**config.mk**
```make
export PLATFORM = sky130hd
export DESIGN_NAME = mrhs_crc
export DESIGN_NICKNAME = d
export VERILOG_FILES = /design/src/hdl/modbus_rtu_holding_register_slave_macros.svh /design/src/hdl/mrhs_pkg.sv /design/src/hdl/mrhs_crc.sv
export SDC_FILE = /design/constraint.sdc
export NUM_CORES = 1
export LEC_CHECK = 0
export BUFFER_PORTS_ARGS = -buffer_cell sky130_fd_sc_hd__buf_4
export CAP_MARGIN = 40
export CORE_UTILIZATION = 47
export CTS_BUF_LIST = sky130_fd_sc_hd__clkbuf_16
export DETAILED_ROUTE_END_ITERATION = 7
export PLACE_DENSITY = 0.84
export SLEW_MARGIN = 20
export SYNTH_ARGS = -nofsm -noshare
export SYNTH_HDL_FRONTEND = slang
export SYNTH_SLANG_ARGS = --single-unit
```
**constraint.sdc**
```tcl
create_clock -name i_clk -period 1.9 [get_ports i_clk]
set_input_delay 0.19 -clock i_clk [delete_from_list [all_inputs] [get_ports i_clk]]
set_output_delay 0.19 -clock i_clk [all_outputs]
set_load 0.02 [all_outputs]
```
**src/hdl/modbus_rtu_holding_register_slave_macros.svh**
```systemverilog
// Assertion macros shared by the Modbus RTU holding register slave.
`ifndef MODBUS_RTU_HOLDING_REGISTER_SLAVE_MACROS_SVH
`define MODBUS_RTU_HOLDING_REGISTER_SLAVE_MACROS_SVH
`ifndef SYNTHESIS
`define MRHS_ASSERT_IMPL(lbl, clk, rst_n, ante, cons) \
    lbl: assert property (@(posedge clk) disable iff (!rst_n) (ante) |-> (cons)) \
        else $error("assertion failed");
`define MRHS_ASSERT_NEXT(lbl, clk, rst_n, ante, cons) \
    lbl: assert property (@(posedge clk) disable iff (!rst_n) (ante) |=> (cons)) \
        else $error("assertion failed");
`else
`define MRHS_ASSERT_IMPL(lbl, clk, rst_n, ante, cons)
`define MRHS_ASSERT_NEXT(lbl, clk, rst_n, ante, cons)
`endif
`endif

```
**src/hdl/mrhs_pkg.sv**
```systemverilog
// Shared types, codes and the CRC-16 byte step for the Modbus RTU slave.
package mrhs_pkg;

    localparam logic [1:0] KIND_BYTE  = 2'd0;
    localparam logic [1:0] KIND_TICK  = 2'd1;
    localparam logic [1:0] KIND_HRD   = 2'd2;
    localparam logic [1:0] KIND_HWR   = 2'd3;

    localparam logic [1:0] CFG_ENABLED    = 2'd0;
    localparam logic [1:0] CFG_OWN_ADDR   = 2'd1;
    localparam logic [1:0] CFG_FRAME_GAP  = 2'd2;
    localparam logic [1:0] CFG_HOLD_COUNT = 2'd3;

    localparam logic [2:0] ERR_OK    = 3'd0;
    localparam logic [2:0] ERR_IDLE  = 3'd1;
    localparam logic [2:0] ERR_CRC   = 3'd2;
    localparam logic [2:0] ERR_OVF   = 3'd3;
    localparam logic [2:0] ERR_FUNC  = 3'd4;

    localparam logic [7:0] FC_READ     = 8'h03;
    localparam logic [7:0] FC_WSINGLE  = 8'h06;
    localparam logic [7:0] FC_WMULTI   = 8'h10;
    localparam logic [7:0] FC_EXC_FLAG = 8'h80;

    localparam logic [7:0] EXC_NONE     = 8'd0;
    localparam logic [7:0] EXC_FUNCTION = 8'd1;
    localparam logic [7:0] EXC_ADDRESS  = 8'd2;
    localparam logic [7:0] EXC_VALUE    = 8'd3;
    localparam logic [7:0] EXC_DEVICE   = 8'd4;

    localparam logic [15:0] MAX_READ_QTY  = 16'd125;
    localparam logic [15:0] MAX_WRITE_QTY = 16'd123;

    localparam logic [15:0] CRC_INIT = 16'hFFFF;
    localparam logic [15:0] CRC_POLY = 16'hA001;

    localparam int EV_RX    = 0;
    localparam int EV_CRC   = 1;
    localparam int EV_OK    = 2;
    localparam int EV_EXC   = 3;
    localparam int EV_TX    = 4;

    typedef struct packed {
        logic       init;
        logic       upd;
        logic [7:0] data;
    } t_crc_cmd;

    function automatic logic [15:0] crc_byte(input logic [15:0] c, input logic [7:0] d);
        logic [15:0] x;
        x = c ^ {8'h00, d};
        for (int b = 0; b < 8; b++) begin
            x = x[0] ? ((x >> 1) ^ CRC_POLY) : (x >> 1);
        end
        return x;
    endfunction

endpackage

```
**src/hdl/mrhs_crc.sv**
```systemverilog
// Shared CRC-16 unit: one byte per cycle, used for frame check and reply.
module mrhs_crc (
    input  logic              i_clk,
    input  mrhs_pkg::t_crc_cmd i_cmd,
    output logic [15:0]       o_crc
);
    logic [15:0] r_crc;

    always_ff @(posedge i_clk) begin
        if (i_cmd.init) begin
            r_crc <= mrhs_pkg::CRC_INIT;
        end else if (i_cmd.upd) begin
            r_crc <= mrhs_pkg::crc_byte(r_crc, i_cmd.data);
        end
    end

    assign o_crc = r_crc;
endmodule
```
After elaboration in Yosys (flattened, before gate mapping)
Index checks and enable logic that the tools add are counted.

Bits of input ports: 11. Register bits: 16. Output and inout port bits: 16. Word-level logic and storage cells: 18.

Mux-type cells: 8. Bitwise operators: 9.

Operators with widths (number): $mux 16 (8); $not 2->3 (8); $xor 16x8->16 (1).

Logic depth before layout (Yosys ltp)
Gate-level depths: netlist of the first run.

Depth after elaboration: 17. Gate-level depth with buffers: 5. Mapped depth without buffers: 5.

Worst setup path after synthesis of the first run
OpenSTA, ideal clock, no wires.

Kind: reg-to-reg. From: register r_crc[6] (netlist: o_crc[6]). To: register r_crc[0] (netlist: o_crc[0]). Setup slack: 149 ps. Stages on the path, launching flop included: 6. Arrival: 1629 ps. Clock period less this slack: 1751 ps. Data required time: 1779 ps. Buffers on the path: 0. Cells stage by stage: dfxtp_1 > xor2_2 > xnor3_1 > xnor3_2 > xnor3_1 > o21ai_1.

Word-level cells in the longest chain between the ends: 10.

RTL lines: start, declared (RTL line mrhs_crc.sv:7) `logic [15:0] r_crc;`; start signal, assigned (RTL line mrhs_crc.sv:11) `r_crc <= mrhs_pkg::CRC_INIT;`; start signal, assigned (RTL line mrhs_crc.sv:13) `r_crc <= mrhs_pkg::crc_byte(r_crc, i_cmd.data);`; $xor 16x8->16 (*) (RTL line mrhs_pkg.sv:51) `x = c ^ {8'h00, d};`; $mux 16 (*) (5 in a row) (RTL line mrhs_pkg.sv:53) `x = x[0] ? ((x >> 1) ^ CRC_POLY) : (x >> 1);`; $not 2->3 (no line); $mux 16 (*) (3 in a row) (RTL line mrhs_pkg.sv:53).

Every way passes the cells marked *; elsewhere a longest branch is shown, timed or not. A chain may end at the register's enable or synchronous reset.

Final worst setup path of the first run
Same ends and word-level chain as after synthesis.

==> results.yml, run 1 <==
clock_network:
  root_buffer: "clkbuf_16"
  cts_hold_buffers: 0
  cts_resized: 0
  cts_made_buffers: 3
  post-cts-setup-buffers: 0
  clkTransAtPathRegs_ps: 50
  cts.htree.levels: 1
  tritoncts: "yes"
  cts_buffer_depth: 2
  clock_latency_ps: 240
  clock_sinks: 16
synthesis:
  synthSimpleGateAreaFrac: 0.107
  ys_seq_elements: 16
  synth_xor_xnor_area_share: 0.308
  muxShareOfSynthArea: 0.0639
  synth_compound_area_frac: 0.0879
  synthDistinctLibCells: 18
  synth_fa_ha_area_frac: 0
  synth_nets: 92
  synthCells: 81
  synth_area_per_cell_um2: 9.67
  synth_warnings: 0
  ys_seq_area_frac: 0.409
  synth_top_family_by_area: "XOR/XNOR gates"
  netlist_area_um2: 783
floorplanning:
  ios: 27
  num_rows: 14
  fp.dieArea_um2: 1830
  die_y_um: 42.8
  die_w_um: 42.8
  initial_core_util: 0.514
  core_area_um2: 1520
place:
  place.port_buffers: 26
  dp_hpwl_um: 1160
  dpl_worst_slack_ps: 148
  place_congestion: 0.748
setup_path:
  worst-path-buf-inv: 0
  reg2regPathDepth: 5
  endpoint_kind: "register"
  rr_startpoint: "o_crc[6]$_SDFFE_PP1P_"
  r2r_slack_ps: 150
  cp_max_fo: 3
  crit_top_cell: "xnor3_1"
  crit_family: "XOR/XNOR gates"
  critPathArrivalTime_ps: 1920
  setup.worst_path.start_class: "register"
  required_ps: 2070
  cpMaxStageDelayCell: "xnor3_1"
  crit_path_max_incr_delay_ps: 450
  crit_type: "register to register"
  path_cells: "xor2_2, xnor3_1, xnor3_2, xnor3_1, o21ai_1"
  reg2reg_to: "o_crc[0]$_SDFFE_PP1P_"
run_status:
  status: "complete, no violations"
cells_and_area:
  largest_register_ffs: 16
  areaGrowthSynthToFinish_pct: 37.1
  layout.nets: 121
  insertedDiodeCount: 0
  drive_gt1_frac: 0.303
  utilization: 0.704
sta:
  finalCritPeriodShare: 0.921
  timing.hold.ws_ps: 170
  drv_slew: 0
  finalSetupViolations: 0
  fin_crit_ps: 1750
  final-hold-violation-count: 0
  relSlewSlack: 0.699
  tightest_slew_ps: 448
  setup_tns_ps: 0
  fmax_ghz: 0.572
  fin_ws_ps: 151
  clock_skew_ps: 3.91
  rsz0062_at_grt: "false"
grt:
  overflow: 0
  grt_max_degree: 21
  antenna_found_initial: 0
  grt_usage: 0.196
  grt_pass1_wl_um: 2610
  grt_pass1_vias: 586
route:
  drtPass1Iterations: 3
  wl_per_cell_um: 12.7
  route.detailed.drc: 0
  wl_um: 1590
  vias: 636
  vias_per_cell: 5.09
  ant_nets: 0
  drtIter0Drc: 4
power_and_ir_drop:
  p_leak_nw: 0.485
  ir_drop_v: 0.000774
  p_per_area_nw_per_um2: 1330
  fin_total_pwr_mw: 1.43
job:
  max_cap_viol_count: 0
worst_hold_path:
  hold_class: "primary input to register"
  hold_path_depth: 2
  min-delay-start: "i_cmd[9]"
  min_to: "o_crc[7]$_SDFFE_PP1P_"
area by class of cell:
cell class | instances | area (µm²)
sequential | 16 | 320
fill | 121 | 450
tap | 16 | 20.0
multi-input combinational | 60 | 444
clock inverter | 1 | 3.75
inverter | 2 | 7.51
clock buffer | 3 | 75.1
timing repair buffer | 27 | 203
cell families (layout without fill, tap and decap cells):
family	Yosys count	after routing
flops	16	16
buf+inv	5	33
mux	5	5
compound gates	12	12
xor+xnor	21	21
simple gates	22	22
placed cells by master, fill, tap and decap left out:
master     count
nor2_1         6
o21ai_0        7
mux2i_1        5
xnor3_2        1
a211o_1        2
xnor2_2        1
nor3_1         1
xor2_2         1
xnor3_1        2
dfxtp_1       16
a21oi_1        1
clkbuf_16      3
xnor2_1       13
a31oi_1        1
nand2_1       15
inv_1          2
buf_4         27
xor2_1         3
clkinv_1       1
o21ai_1        1
power by group:
part | internal [mW] | switching [mW] | leakage, nW
Clock | 0.278 | 0.123 | 0.0385
Combinational | 0.310 | 0.266 | 0.314
Sequential | 0.397 | 0.0547 | 0.132
metal layers:
layer  vias to the layer above  wire, µm  GRT usage
li1                        321         -          -
met1                       294       698      0.242
met2                        19       794      0.324
met3                         2        69     0.0383
met4                         0        24     0.0938
met5                         -         0          0
worst max path at each step:
stage / cells past startpoint / to / from / slack, ps
after CTS: 5 / o_crc[0]$_SDFFE_PP1P_ / o_crc[6]$_SDFFE_PP1P_ / 150
after detailed placement: 5 / o_crc[0]$_SDFFE_PP1P_ / o_crc[6]$_SDFFE_PP1P_ / 150
final: 5 / o_crc[0]$_SDFFE_PP1P_ / o_crc[6]$_SDFFE_PP1P_ / 150
after global routing: 5 / o_crc[15]$_SDFFE_PP1P_ / o_crc[6]$_SDFFE_PP1P_ / 20
after global placement: 5 / o_crc[14]$_SDFFE_PP1P_ / o_crc[6]$_SDFFE_PP1P_ / 180
after floorplan: 5 / o_crc[0]$_SDFFE_PP1P_ / o_crc[6]$_SDFFE_PP1P_ / 150
through the flow:
stage	std cells	instance area, µm²
6_report	125	1070
3_3_place_gp	121	995
4_1_cts	125	1070
5_1_grt	125	1070
2_1_floorplan	81	783
3_5_place_dp	121	995
cells in the mapped netlist, drive strengths merged:
master,count,area share
a211o,2,0.022
xnor3,3,0.088
xor2,4,0.054
mux2i,5,0.064
a21oi,1,0.0064
clkbuf,3,0.014
inv,2,0.0096
xnor2,14,0.17
nor2,6,0.029
a31oi,1,0.0080
dfxtp,16,0.41
nand2,15,0.072
o21ai,8,0.051
nor3,1,0.0064
worst reg2reg max path, delay by kind of cell (launching register included):
| family | cells | cell delay [ps] |
|---|---|---|
| flops | 1 | 390 |
| compound gates | 1 | 120 |
| xor+xnor | 4 | 1180 |
(Power assumes the default switching activity.)
==> inputs of run 2 (changes only) <==
==> constraint.sdc (replaced) <==
create_clock -name i_clk -period 1.9 [get_ports i_clk]
set_input_delay 0.475 -clock i_clk [delete_from_list [all_inputs] [get_ports i_clk]]
set_output_delay 0.475 -clock i_clk [all_outputs]
set_load 0.02 [all_outputs]
==> results.yml, run 2 (same netlist as run 1, synthesis figures left out) <==
floorplanning:
  die_y_um: 42.8
  ios: 27
  fp.dieArea_um2: 1830
  die_w_um: 42.8
  num_rows: 14
  core_area_um2: 1520
  initial_core_util: 0.514
cells_and_area:
  drive_gt1_frac: 0.327
  insertedDiodeCount: 0
  most-common-layout-cells: "buf_4, dfxtp_1, nand2_1"
  final_common_cell: "buf_4"
  layout.nets: 125
  largest_register_ffs: 16
  fillCellCount: 121
  utilization: 0.724
  instances_no_fill: 129
  postLayoutCellArea_um2: 1100
  areaGrowthSynthToFinish_pct: 40.9
place:
  dpl_worst_slack_ps: -0.455
  place.port_buffers: 26
  postPlaceCellArea_um2: 1020
  dp_hpwl_um: 1200
  place_congestion: 0.748
  placed_cells: 125
sta:
  clock_skew_ps: 2.01
  fmax_ghz: 0.585
  tightest_slew_ps: 402
  rsz0062_at_grt: "false"
  fin_ws_ps: 192
  finalSetupViolations: 0
  drv_slew: 0
  final-hold-violation-count: 0
  finalCritPeriodShare: 0.899
  fin_crit_ps: 1710
  relSlewSlack: 0.730
setup_path:
  rr_startpoint: "o_crc[5]$_SDFFE_PP1P_"
  required_ps: 2010
  crit_type: "register to register"
  reg2reg_to: "o_crc[15]$_SDFFE_PP1P_"
  reg2regPathDepth: 5
  endpoint_kind: "register"
  r2r_slack_ps: 190
  critPathLaunch: "o_crc[5]$_SDFFE_PP1P_"
  cp_max_fo: 3
  setup.worst_path.start_class: "register"
  crit_end: "o_crc[15]$_SDFFE_PP1P_"
  critPathArrivalTime_ps: 1820
route:
  wl_um: 1740
  vias: 665
  route.detailed.drc: 0
  dr_wl_met3_um: 75
  vias_per_cell: 5.16
  ant_nets: 0
  wl_per_cell_um: 13.4
  met2_length_um: 876
  top_layer: "met4"
  drtIter0Drc: 6
  met1_length_um: 707
  drtPass1Iterations: 4
power_and_ir_drop:
  p_leak_nw: 0.504
  fin_total_pwr_mw: 1.46
  p_per_area_nw_per_um2: 1330
  ir_drop_v: 0.000867
job:
  max_cap_viol_count: 0
clock_network:
  clock_sinks: 16
  post-cts-setup-buffers: 0
  cts.htree.levels: 1
  cts_made_buffers: 3
  cts_buffer_depth: 2
  clkTransAtPathRegs_ps: 50
  cts_resized: 0
  tritoncts: "yes"
  root_buffer: "clkbuf_16"
  clock_latency_ps: 240
  cts_hold_buffers: 0
run_status:
  status: "complete, no violations"
worst_hold_path:
  hold_class: "primary input to register"
grt:
  grt_pass1_vias: 623
  overflow: 0
  grt_max_degree: 21
  grt_usage: 0.211
  grt_pass1_wl_um: 2790
  antenna_found_initial: 0
## run 2: cell count changes in the layout (fill, tap and decap cells not counted), sizes merged
| cell | previous run | this run |
|---|---|---|
| buf | 27 | 31 |
## run 2: how the worst min path moves through the flow
| stage | startpoint | end | slack [ps] | cells after the start |
|---|---|---|---|---|
| floorplan | i_cmd[9] | o_crc[14]$_SDFFE_PP1P_ | 570 | 1 |
| global placement | o_crc[12]$_SDFFE_PP1P_ | o_crc[4]$_SDFFE_PP1P_ | 480 | 2 |
| detailed placement | o_crc[13]$_SDFFE_PP1P_ | o_crc[5]$_SDFFE_PP1P_ | 500 | 2 |
| CTS | i_cmd[9] | o_crc[7]$_SDFFE_PP1P_ | 460 | 2 |
| global route | i_cmd[9] | o_crc[7]$_SDFFE_PP1P_ | 460 | 2 |
| finish | i_cmd[9] | o_crc[7]$_SDFFE_PP1P_ | 450 | 2 |
## run 2: metrics by stage
| step | TNS [ps] | hold WS (ps) |
|---|---|---|
| 3_5_place_dp | -0.455 | 498 |
| 6_report | 0 | 452 |
| 5_1_grt | 0 | 459 |
| 4_1_cts | 0 | 457 |
| 2_1_floorplan | 0 | 574 |
| 3_3_place_gp | 0 | 484 |
## run 2: power by group
group          internal, mW  total [mW]  switching (mW)
clock                 0.279       0.408           0.129
sequential            0.397       0.453          0.0558
combinational         0.326       0.603           0.277
## run 2: metal layers
layer,global-route usage,vias to the layer above
met3,0.0468,8
met4,0.138,0
met1,0.239,303
li1,-,330
met2,0.352,24
met5,0,-
## run 2: final cells by class
type | instances | area [µm²] | area share
Sequential cell | 16 | 320 | 0.290
Multi-Input combinational cell | 60 | 444 | 0.402
Timing Repair Buffer | 31 | 233 | 0.211
Clock buffer | 3 | 75.1 | 0.0680
Inverter | 2 | 7.51 | 0.00680
Clock inverter | 1 | 3.75 | 0.00340
Tap cell | 16 | 20.0 | 0.0181
## run 2: critical path: stages, from the launching register on
cell     delay (ps)
dfxtp_1         350
xor2_1          270
xnor2_1         180
xnor3_2         490
xnor2_1         180
a31oi_1         100
